===== src/qplu_pkg.sv =====
// Package of the quoted pair line unescaper: item types, line state, codes.
// Character constants and the hex digit decoder. No dependencies.
package qplu_pkg;

  typedef struct packed {
    logic [15:0] code_unit;
    logic        line_end;
  } in_item_t;

  typedef struct packed {
    logic [1:0]  kind;
    logic [15:0] char_out;
    logic [3:0]  status;
    logic [15:0] key_length;
    logic [15:0] value_length;
  } out_item_t;

  typedef struct packed {
    logic [2:0]  phase;
    logic [2:0]  esc_step;
    logic [15:0] hex_acc;
    logic [15:0] key_count;
    logic [15:0] value_count;
    logic [3:0]  first_error;
  } line_state_t;

  localparam logic [2:0] PH_KEY_OPEN = 3'd0;
  localparam logic [2:0] PH_KEY      = 3'd1;
  localparam logic [2:0] PH_EQUALS   = 3'd2;
  localparam logic [2:0] PH_VAL_OPEN = 3'd3;
  localparam logic [2:0] PH_VALUE    = 3'd4;
  localparam logic [2:0] PH_TRAIL    = 3'd5;

  localparam logic [2:0] ESC_NONE = 3'd0;
  localparam logic [2:0] ESC_SEEN = 3'd1;
  localparam logic [2:0] ESC_HEX0 = 3'd2;
  localparam logic [2:0] ESC_HEX3 = 3'd5;

  localparam logic [3:0] ST_OK            = 4'd0;
  localparam logic [3:0] ST_NO_OPEN_QUOTE = 4'd1;
  localparam logic [3:0] ST_EMPTY_KEY     = 4'd2;
  localparam logic [3:0] ST_BAD_SEPARATOR = 4'd3;
  localparam logic [3:0] ST_BAD_ESCAPE    = 4'd4;
  localparam logic [3:0] ST_BAD_HEX       = 4'd5;
  localparam logic [3:0] ST_UNTERMINATED  = 4'd6;
  localparam logic [3:0] ST_TRAILING_JUNK = 4'd7;
  localparam logic [3:0] ST_KEY_TOO_LONG  = 4'd8;
  localparam logic [3:0] ST_VAL_TOO_LONG  = 4'd9;
  localparam logic [3:0] ST_LAST          = ST_VAL_TOO_LONG;

  localparam logic [1:0] KIND_KEY    = 2'd0;
  localparam logic [1:0] KIND_VALUE  = 2'd1;
  localparam logic [1:0] KIND_STATUS = 2'd2;

  localparam logic CFG_KEY_CAP = 1'b0;
  localparam logic CFG_VAL_CAP = 1'b1;
  localparam logic [15:0] CAP_RESET = 16'd255;

  localparam logic [15:0] CH_QUOTE = 16'h0022;
  localparam logic [15:0] CH_BSL   = 16'h005C;
  localparam logic [15:0] CH_EQ    = 16'h003D;
  localparam logic [15:0] CH_N     = 16'h006E;
  localparam logic [15:0] CH_R     = 16'h0072;
  localparam logic [15:0] CH_T     = 16'h0074;
  localparam logic [15:0] CH_U     = 16'h0075;
  localparam logic [15:0] CH_SPACE = 16'h0020;
  localparam logic [15:0] CH_TAB   = 16'h0009;
  localparam logic [15:0] CH_LF    = 16'h000A;
  localparam logic [15:0] CH_CR    = 16'h000D;

  // Returns {valid, digit} for a hex digit in either case.
  function automatic logic [4:0] hex_digit(input logic [15:0] c);
    logic [4:0] r;
    r = 5'd0;
    if (c inside {[16'h0030:16'h0039]}) begin
      r = {1'b1, 4'(c - 16'h0030)};
    end else if (c inside {[16'h0061:16'h0066]}) begin
      r = {1'b1, 4'(c - 16'h0057)};
    end else if (c inside {[16'h0041:16'h0046]}) begin
      r = {1'b1, 4'(c - 16'h0037)};
    end
    return r;
  endfunction

endpackage


===== src/qplu_step.sv =====
// Per-item decode of the quoted pair line unescaper: next line state and result.
// Purely combinational; depends on qplu_pkg.
module qplu_step (
  input  qplu_pkg::line_state_t state_i,
  input  qplu_pkg::in_item_t    item_i,
  input  logic [15:0]           key_cap_i,
  input  logic [15:0]           val_cap_i,
  output qplu_pkg::line_state_t state_o,
  output logic                  res_valid_o,
  output qplu_pkg::out_item_t   res_o
);
  import qplu_pkg::*;

  line_state_t nxt;
  logic [15:0] cu;
  logic        dec;
  logic [15:0] dch;
  logic [4:0]  hd;
  logic [15:0] hex_new;
  logic        is_key;
  logic [15:0] cnt;
  logic [15:0] cap;
  logic        emit;

  assign cu      = item_i.code_unit;
  assign hd      = hex_digit(cu);
  assign hex_new = {state_i.hex_acc[11:0], hd[3:0]};
  assign is_key  = (state_i.phase == PH_KEY);
  assign cnt     = is_key ? state_i.key_count : state_i.value_count;
  assign cap     = is_key ? key_cap_i : val_cap_i;

  always_comb begin
    nxt  = state_i;
    dec  = 1'b0;
    dch  = cu;
    emit = 1'b0;
    if (state_i.first_error == ST_OK) begin
      case (state_i.phase)
        PH_KEY_OPEN: begin
          if (cu == CH_QUOTE) nxt.phase = PH_KEY;
          else nxt.first_error = ST_NO_OPEN_QUOTE;
        end
        PH_KEY, PH_VALUE: begin
          if (state_i.esc_step == ESC_NONE) begin
            if (cu == CH_BSL) begin
              nxt.esc_step = ESC_SEEN;
            end else if (cu == CH_QUOTE) begin
              if (is_key) begin
                if (state_i.key_count == 16'd0) nxt.first_error = ST_EMPTY_KEY;
                else nxt.phase = PH_EQUALS;
              end else begin
                nxt.phase = PH_TRAIL;
              end
            end else begin
              dec = 1'b1;
            end
          end else if (state_i.esc_step == ESC_SEEN) begin
            nxt.esc_step = ESC_NONE;
            case (cu)
              CH_QUOTE: dec = 1'b1;
              CH_BSL:   dec = 1'b1;
              CH_N: begin
                dec = 1'b1;
                dch = CH_LF;
              end
              CH_R: begin
                dec = 1'b1;
                dch = CH_CR;
              end
              CH_T: begin
                dec = 1'b1;
                dch = CH_TAB;
              end
              CH_U: begin
                nxt.esc_step = ESC_HEX0;
                nxt.hex_acc  = 16'd0;
              end
              default: nxt.first_error = ST_BAD_ESCAPE;
            endcase
          end else begin
            if (!hd[4]) begin
              nxt.first_error = ST_BAD_HEX;
              nxt.esc_step    = ESC_NONE;
            end else begin
              nxt.hex_acc = hex_new;
              if (state_i.esc_step >= ESC_HEX3) begin
                nxt.esc_step = ESC_NONE;
                dec = 1'b1;
                dch = hex_new;
              end else begin
                nxt.esc_step = 3'(state_i.esc_step + 3'd1);
              end
            end
          end
          if (dec) begin
            if (cnt >= cap) begin
              nxt.first_error = is_key ? ST_KEY_TOO_LONG : ST_VAL_TOO_LONG;
            end else if (!item_i.line_end) begin
              emit = 1'b1;
              if (is_key) nxt.key_count = 16'(state_i.key_count + 16'd1);
              else nxt.value_count = 16'(state_i.value_count + 16'd1);
            end
          end
        end
        PH_EQUALS: begin
          if (cu == CH_EQ) nxt.phase = PH_VAL_OPEN;
          else nxt.first_error = ST_BAD_SEPARATOR;
        end
        PH_VAL_OPEN: begin
          if (cu == CH_QUOTE) nxt.phase = PH_VALUE;
          else nxt.first_error = ST_BAD_SEPARATOR;
        end
        PH_TRAIL: begin
          if (cu != CH_SPACE && cu != CH_TAB) nxt.first_error = ST_TRAILING_JUNK;
        end
        default: begin
        end
      endcase
    end

    res_o       = '0;
    res_valid_o = 1'b0;
    state_o     = nxt;
    if (item_i.line_end) begin
      if (nxt.first_error == ST_OK) begin
        case (nxt.phase)
          PH_KEY, PH_VALUE:       nxt.first_error = ST_UNTERMINATED;
          PH_EQUALS, PH_VAL_OPEN: nxt.first_error = ST_BAD_SEPARATOR;
          PH_KEY_OPEN:            nxt.first_error = ST_NO_OPEN_QUOTE;
          default: begin
          end
        endcase
      end
      res_valid_o        = 1'b1;
      res_o.kind         = KIND_STATUS;
      res_o.status       = nxt.first_error;
      res_o.key_length   = nxt.key_count;
      res_o.value_length = nxt.value_count;
      state_o            = '0;
      state_o.phase      = PH_KEY_OPEN;
      state_o.esc_step   = ESC_NONE;
    end else if (emit) begin
      res_valid_o    = 1'b1;
      res_o.kind     = is_key ? KIND_KEY : KIND_VALUE;
      res_o.char_out = dch;
    end
  end

endmodule


===== src/quoted_pair_line_unescaper_top.sv =====
// Top level of the quoted pair line unescaper: input register, line state,
// result register and capacity registers. Depends on qplu_pkg and qplu_step.
//
//   Channel   Direction  Handshake                 Payload
//   in        input      in_valid_i / in_ready_o   in_item_i  (qplu_pkg::in_item_t)
//   out       output     out_valid_o / out_ready_i out_item_o (qplu_pkg::out_item_t)
//   cfg       input      cfg_we_i                  cfg_idx_i, cfg_wdata_i
//
// One item is taken every cycle unless the input channel stalls (see below).
// The line state is loaded from the input register through the combinational step.
// Reset clears the line state and sets both capacities to 255.
// An item that yields a result waits in the input register while the result
// register is full, which then stalls the input channel.
module quoted_pair_line_unescaper_top (
  input  logic                clk_i,
  input  logic                rst_ni,
  input  logic                in_valid_i,
  output logic                in_ready_o,
  input  qplu_pkg::in_item_t  in_item_i,
  output logic                out_valid_o,
  input  logic                out_ready_i,
  output qplu_pkg::out_item_t out_item_o,
  input  logic                cfg_we_i,
  input  logic                cfg_idx_i,
  input  logic [15:0]         cfg_wdata_i
);
  import qplu_pkg::*;

  logic        in_valid_q;
  in_item_t    in_q;
  line_state_t state_q;
  line_state_t state_d;
  logic        out_valid_q;
  out_item_t   out_q;
  logic [15:0] key_cap_q;
  logic [15:0] val_cap_q;
  logic        res_valid;
  out_item_t   res;
  logic        out_free;
  logic        proc_go;

  qplu_step u_step (
    .state_i     (state_q),
    .item_i      (in_q),
    .key_cap_i   (key_cap_q),
    .val_cap_i   (val_cap_q),
    .state_o     (state_d),
    .res_valid_o (res_valid),
    .res_o       (res)
  );

  assign out_free   = !out_valid_q || out_ready_i;
  assign proc_go    = in_valid_q && (out_free || !res_valid);
  assign in_ready_o = !in_valid_q || proc_go;

  // The all-zero line state is the key opening quote phase with no escape pending.
  always_ff @(posedge clk_i or negedge rst_ni) begin
    if (!rst_ni) begin
      in_valid_q        <= 1'b0;
      state_q           <= '0;
      out_valid_q       <= 1'b0;
      key_cap_q         <= CAP_RESET;
      val_cap_q         <= CAP_RESET;
    end else begin
      if (in_ready_o) in_valid_q <= in_valid_i;
      if (proc_go) state_q <= state_d;
      if (proc_go && res_valid) out_valid_q <= 1'b1;
      else if (out_ready_i) out_valid_q <= 1'b0;
      if (cfg_we_i) begin
        if (cfg_idx_i == CFG_KEY_CAP) key_cap_q <= cfg_wdata_i;
        else if (cfg_idx_i == CFG_VAL_CAP) val_cap_q <= cfg_wdata_i;
      end
    end
  end

  always_ff @(posedge clk_i) begin
    if (in_valid_i && in_ready_o) in_q <= in_item_i;
    if (proc_go && res_valid) out_q <= res;
  end

  assign out_valid_o = out_valid_q;
  assign out_item_o  = out_q;

endmodule


===== config.mk =====
export PLATFORM = sky130hd
export DESIGN_NAME = quoted_pair_line_unescaper_top
export DESIGN_NICKNAME = d
export VERILOG_FILES = /design/src/qplu_pkg.sv /design/src/qplu_step.sv /design/src/quoted_pair_line_unescaper_top.sv
export SDC_FILE = /design/constraint.sdc
export NUM_CORES = 1
export LEC_CHECK = 0
export ABC_AREA = 1
export BUFFER_PORTS_ARGS = -buffer_cell sky130_fd_sc_hd__buf_4
export CAP_MARGIN = 40
export CORE_ASPECT_RATIO = 1.75
export CORE_MARGIN = 2
export CORE_UTILIZATION = 40
export DETAILED_ROUTE_END_ITERATION = 6
export HOLD_SLACK_MARGIN = 0.03
export PLACE_DENSITY = 0.61
export SYNTH_ARGS = -nofsm -noshare
export SYNTH_HDL_FRONTEND = slang
export SYNTH_SLANG_ARGS = --single-unit

===== constraint.sdc =====
create_clock -name clk_i -period 6.7 [get_ports clk_i]
set_input_delay 1.005 -clock clk_i [delete_from_list [all_inputs] [get_ports clk_i]]
set_output_delay 1.005 -clock clk_i [all_outputs]
set_load 0.01 [all_outputs]

Word-level counts from Yosys, hierarchy flattened
Cells that the tools add are included.
{ "word_totals": {"elab_cells": 163, "out_inout_bits": 56, "ff_bits": 159, "in_bits": 39} }
{ "op_classes": {"magnitude_cmp": 8, "n_mux": 74, "n_reduce_logical": 33, "addsub": 6, "eq_ne": 22, "n_bitwise": 2} }
{ "op_table": {"columns": ["cell", "count"], "rows": [
  ["16-bit 2-to-1 mux", 12],
  ["58-bit 2-to-1 mux", 2],
  ["16-bit by 7-bit equality test with 1-bit output (second input constant)", 5],
  ["32-bit 2-to-1 mux", 2],
  ["4-bit 2-to-1 mux", 14],
  ["51-bit 2-to-1 mux", 1],
  ["16-bit one-hot mux with 3 select lines", 1],
  ["18-bit 2-to-1 mux", 2],
  ["3-bit 2-to-1 mux", 12],
  ["36-bit 2-to-1 mux", 1],
  ["16-bit by 1-bit adder with 16-bit output (second input constant)", 2],
  ["16-bit by 6-bit equality test with 1-bit output (second input constant)", 2],
  ["16-bit by 7-bit >= comparator with 1-bit output (second input constant)", 2],
  ["16-bit by 7-bit <= comparator with 1-bit output (second input constant)", 2],
  ["1-bit 2-to-1 mux", 20],
  ["4-bit one-hot mux with 5 select lines", 1],
  ["19-bit 2-to-1 mux", 1],
  ["16-bit >= comparator", 1],
  ["16-bit by 6-bit >= comparator with 1-bit output (second input constant)", 1],
  ["16-bit by 6-bit <= comparator with 1-bit output (second input constant)", 1],
  ["16-bit logical NOT", 1],
  ["16-bit by 4-bit != test with 1-bit output (second input constant)", 1],
  ["16-bit by 6-bit != test with 1-bit output (second input constant)", 1],
  ["5-bit 2-to-1 mux", 3],
  ["other kinds (25)", 54]
]} }

Logic depth before layout (Yosys ltp)
{ "depth": {"ltp_word": 20, "ltp_mapped": 26, "ltp_nobuf": 24} }

Cells and area by module
Synthesis repeated with hierarchy kept, for this count alone.
{ "hier_totals": {"hier_cells": 1257, "hier_area_um2": 9753.1} }
{ "modules_own_cells": {"columns": ["module", "area_per_inst_um2", "cells_each", "seq_area_each_um2", "instances"], "rows": [
  ["quoted_pair_line_unescaper_top", 5718.0, 456, 4454.3, 1],
  ["qplu_step", 4035.1, 801, 0.0, 1]
]} }

Worst setup path before layout
No wires, ideal clock.
{ "synth_path": {"path_kind": "reg2reg", "start": "register state_q[55] (netlist bit)", "end": "register out_q, in the netlist out_item_o[0], enable pin", "period_less_slack_ps": 4934, "n_path_buf": 3, "path_stages_with_launch": 24, "required_ps": 6292, "path_slack_ps": 1766, "arrival_time_ps": 4525, "setup_time_ps": 408, "cell_sequence": "dfrtp_1 inv_1 nor2_1 inv_1 nor2_1 clkbuf_1 clkbuf_1 mux2i_1 ha_1 nand2_1 o21ai_1 nand2_1 o211ai_1 nand2_1 nand3_1 clkinv_1 nand3_2 nand2_2 nand3_2 nand2_4 inv_2 buf_6 nand2_1 inv_1"} }
{ "synth_between": {"elab_chain_cells": 13, "word_cells_on_any_way": 16, "cone_classes": "1 x order compare; 2 x eq/ne; 8 x mux; 5 x reduce/logical"} }
{ "synth_rtl": {"columns": ["element", "line_no", "rtl"], "rows": [
  ["start: declaration", "quoted_pair_line_unescaper_top.sv:31", "line_state_t state_q;"],
  ["start signal: assignment", "quoted_pair_line_unescaper_top.sv:66", "if (proc_go) state_q <= state_d;"],
  ["3-bit by 1-bit equality test with 1-bit output", "qplu_step.sv:28, qplu_step.sv:38", null],
  ["16-bit 2-to-1 mux, on equally long branches", "qplu_step.sv:29, qplu_step.sv:30", null],
  ["16-bit >= comparator", "qplu_step.sv:96", "if (cnt >= cap) begin"],
  ["1-bit 2-to-1 mux", "qplu_step.sv:96", null],
  ["1-bit 2-to-1 mux", "qplu_step.sv:95", "if (dec) begin"],
  ["1-bit 2-to-1 mux (*)", "qplu_step.sv:38", "case (state_i.phase)"],
  ["1-bit 2-to-1 mux (*)", "qplu_step.sv:37", "if (state_i.first_error == ST_OK) begin"],
  ["1-bit 2-to-1 mux (*)", "qplu_step.sv:142", "end else if (emit) begin"],
  ["1-bit 2-to-1 mux (*)", "qplu_step.sv:124", "if (item_i.line_end) begin"],
  ["1-bit logical NOT", "quoted_pair_line_unescaper_top.sv:53", "assign proc_go = in_valid_q && (out_free || !res_valid);"],
  ["1-bit logical OR", "quoted_pair_line_unescaper_top.sv:53", null],
  ["1-bit logical AND", "quoted_pair_line_unescaper_top.sv:53", null],
  ["1-bit logical AND (*)", "quoted_pair_line_unescaper_top.sv:78", "if (proc_go && res_valid) out_q <= res;"],
  ["end signal: assignment", "quoted_pair_line_unescaper_top.sv:78", null],
  ["end: declaration", "quoted_pair_line_unescaper_top.sv:34", "out_item_t out_q;"]
]} }
Every way passes the cells marked *; elsewhere a longest branch is shown, timed or not.
A chain may end at the register's enable or synchronous reset.

Final worst setup path
{ "layout_path": {"start": "register state_q[55] (netlist bit)", "end": "output port in_ready_o"} }
{ "layout_between": {"elab_chain_cells": 13, "word_cells_on_any_way": 16, "cone_classes": "1 x order compare; 2 x eq/ne; 8 x mux; 5 x reduce/logical"} }
{ "layout_rtl": {"columns": ["element", "line_no", "rtl"], "rows": [
  ["3-bit by 1-bit equality test with 1-bit output", "qplu_step.sv:28, qplu_step.sv:38", null],
  ["16-bit 2-to-1 mux, on equally long branches", "qplu_step.sv:29, qplu_step.sv:30", null],
  ["16-bit >= comparator", "qplu_step.sv:96", null],
  ["1-bit 2-to-1 mux", "qplu_step.sv:96", null],
  ["1-bit 2-to-1 mux", "qplu_step.sv:95", null],
  ["1-bit 2-to-1 mux (*)", "qplu_step.sv:38", null],
  ["1-bit 2-to-1 mux (*)", "qplu_step.sv:37", null],
  ["1-bit 2-to-1 mux (*)", "qplu_step.sv:142", null],
  ["1-bit 2-to-1 mux (*)", "qplu_step.sv:124", null],
  ["1-bit logical NOT (*)", "quoted_pair_line_unescaper_top.sv:53", null],
  ["1-bit logical OR (*)", "quoted_pair_line_unescaper_top.sv:53", null],
  ["1-bit logical AND (*)", "quoted_pair_line_unescaper_top.sv:53", null],
  ["1-bit logical OR (*)", "quoted_pair_line_unescaper_top.sv:54", "assign in_ready_o = !in_valid_q || proc_go;"],
  ["end: declaration", "quoted_pair_line_unescaper_top.sv:18", "output logic in_ready_o,"]
]} }
Marked as above.

==> flow_summary.yaml <==
floorplan:
  num_rows: 73
  dieArea_sq_um: 24500
  start_util_pct: 40.8
  die_h_microns: 205
  ioPinCount: 95
  die_x_microns: 119
  core-area_sq_um: 22700
clock_tree:
  tritoncts: "built"
  cts_resized: 0
  cts_root_buffer: "clkbuf_16"
  h-tree-depth: 4
  clock_latency_ns: 0.45
  clockBufferDepth: 2
  numCtsBuffers: 17
  holdBufCountCts: 0
  post_cts_buffers: 0
  clk_pin_slew_ns: 0.07
  cts_sinks: 159
yosys:
  yosys.cell_types.count: 56
  synth_edf_count: 71
  ys_ff_latch: 159
  synth_area_per_cell_sq_um: 8.66
  syn_nets: 1137
  async_reset_ff_share_pct: 55.3
  yosysWarnings: 0
  syn-instance-count: 1071
  ys_seq_area_share_pct: 46.9
  yosys_most_used_dff: "dfrtp_1"
  synth_area_sq_um: 9280
setup_path:
  endpoint_kind: "primary output"
  path_cells: "inv_1, nor2_1, inv_1, nor2_4, inv_1, nor2_1, inv_1, o21ai_0, ha_1, nand2_1, o21ai_1, nand2_1, o211ai_1, nand2_1, nand3_1, clkinv_1, nand3_2, nand2_2, nand4_1, buf_4"
  critPathKind: "flop to primary output"
  cp.required_ns: 5.69
  r2r-start: "state_q[55]$_DFFE_PN0P_"
  cp_slowest_cell: "nor2_4"
  worst-path-buf-inv: 6
  critPathMaxFanout: 25
  crit_start: "state_q[55]$_DFFE_PN0P_"
  crit_arrival_ns: 4.37
  cpMostUsedCell: "inv_1"
  start_kind: "flop"
  path_delay_family: "simple AND/OR/NAND/NOR gates"
  slowest_delay_ns: 0.47
grt:
  grt_max_degree: 51
  grt_pass1_wl_microns: 41900
  antenna_found_initial: 0
  grt_pass1_vias: 8062
  grt-ovfl-total: 0
  gr-usage-all-layers_pct: 22.4
power:
  ir_drop_uv: 168
  pwr-share-clk_pct: 31.0
  power_frac_comb_pct: 27.8
  power.leakage_nw: 4.69
  p_switching_mw: 1.04
  p_sw_share_pct: 35.2
  internal_power_mw: 1.91
  power_frac_seq_pct: 41.2
  p_per_area_nw_per_um2: 274
hold_path:
  hold_path_class: "flop to flop"
  hold_start: "val_cap_q[7]$_DFFE_PN1P_"
cells_and_area:
  area_growth_pct: 16.3
  layout-drive-gt1-share_pct: 19.1
  antennaDiodeCount: 0
  final_nets: 1217
  stdcell_count: 1464
routing:
  vias: 7770
  drt-initial-drc-count: 533
  drc: 0
  detail-route-antenna-nets: 0
  wirelength_microns: 26100
  viasPerCell: 5.31
  routedWlPerCell_microns: 17.8
  drtPass1Iterations: 7
sta:
  worstMarginPinSlew_ns: 0.804
  drv_slew: 0
  min_period_ns: 5.38
  rsz0062_at_grt: "no"
  tns_ns: 0
  post-route-period-util_pct: 80.3
  fmax_mhz: 186
  max_slew_margin_pct: 46.2
  setup_viol: 0
  skew_ns: 0.0146
  hold_viol: 0
run_status:
  status: "finished, final reports clean"
placement:
  placedCellCount: 1432
  gp_congestion: 0.932
  io_buffer_count: 94
  dpl.hpwl_microns: 19700
job:
  maxCapViolCount: 0
[cells in the final DEF (no fill, tap or decap), types with 30 or more instances in the layout]
cell      instances
nand2_1         227
inv_1           128
buf_4            98
o21ai_0          86
dfrtp_1          72
edfxtp_1         71
nor2_1           69
nand3_1          49
a21oi_1          42
xor2_1           30
[cells by family after synthesis]
group,after synthesis,share of synthesized area [%]
adders and majority gates,27,3.64
AOI/OAI and AO/OA,216,14.0
DFF,159,46.9
muxes,16,1.73
xor gates and xnor gates,30,2.83
and+or+nand+nor,444,22.7
buffers and inverters,179,8.13
[cells in the mapped netlist, drive strengths merged (2+ instances only)]
cell    count  area share (%)
o211ai      3            0.24
or2         4            0.27
xor2       30             2.8
a221oi     13             1.2
nor2       81             3.9
nand2     248              11
a31oi       4            0.27
edfxtp     71              23
nor4       11             1.0
o41ai       2            0.19
inv       137             5.6
nand3      55             3.5
o21ai     115             6.9
dfrtp      72              19
clkbuf     26             1.1
ha         27             3.6
nand4      22             1.5
o22ai      24             1.6
a21oi      46             2.7
buf        15             1.5
nor3       20             1.2
mux2i      16             1.7
dfstp      16             4.5
a211oi      2            0.16
[routing by layer]
metal  part of all wire (%)  vias to the layer above  global-route usage [%]
li1                       -                     3788                       -
met4                    6.7                        0                    15.3
met5                      0                        -                       0
met3                    3.2                       89                    3.60
met2                     56                      226                    43.1
met1                     35                     3667                    21.4
[state kept, by name, summed over array words and instances (netlist names)]
name,flops
out_item_o,54
state_q,54
in_q,17
key_cap_q,16
val_cap_q,16
in_valid_q,1
out_valid_o,1
[worst paths after layout]
check,to,slack (ns),cells after the start
setup / recovery,in_ready_o,1.32,20
hold / removal,val_cap_q[7]$_DFFE_PN1P_,0.48,2
setup reg to reg,out_item_o[7]$_SDFFCE_PN0P_,1.70,24
hold reg to reg,val_cap_q[7]$_DFFE_PN1P_,0.48,2
max in group asynchronous,state_q[29]$_DFFE_PN0P_,5.11,2
min in group asynchronous,state_q[6]$_DFFE_PN0P_,0.53,1
[cell type report]
cell class	instances	area [sq um]
multi-input combinational	733	4180
fill	2214	12000
timing repair buffer	102	826
clock buffer	22	475
sequential	159	4350
inverter	138	520
tap	300	375
clock inverter	10	63.8
[worst min-delay path: cells and delay by family (launching register included)]
kind | cells | cell delay, ns
compound gates | 1 | 0.07
flops | 1 | 0.36
simple gates | 1 | 0.05
[power by group through the flow]
| stage | clock, mW | sequential (mW) | combinational (mW) |
|---|---|---|---|
| final | 0.915 | 1.22 | 0.821 |
| after global routing | 0.967 | 1.23 | 0.919 |
| after CTS | 0.927 | 1.22 | 0.823 |
| after detailed placement | 0 | 1.23 | 0.819 |
| after global placement | 0 | 1.24 | 0.797 |
| after floorplan | 0 | 1.22 | 0.571 |
[stage by stage]
step	total power [mW]	hold slack, ns	utilization (%)	instance area [sq um]	setup WS, ns
after CTS	2.97	0.490	47.4	10800	1.32
after floorplan	1.79	0.424	-	9280	1.77
after detailed placement	2.05	0.475	45.1	10300	1.73
after global placement	2.04	0.471	44.8	10200	1.92
after global routing	3.11	0.512	47.4	10800	1.00
final	2.95	0.485	47.4	10800	1.32
No activity file was read; power rests on OpenSTA's default activity.
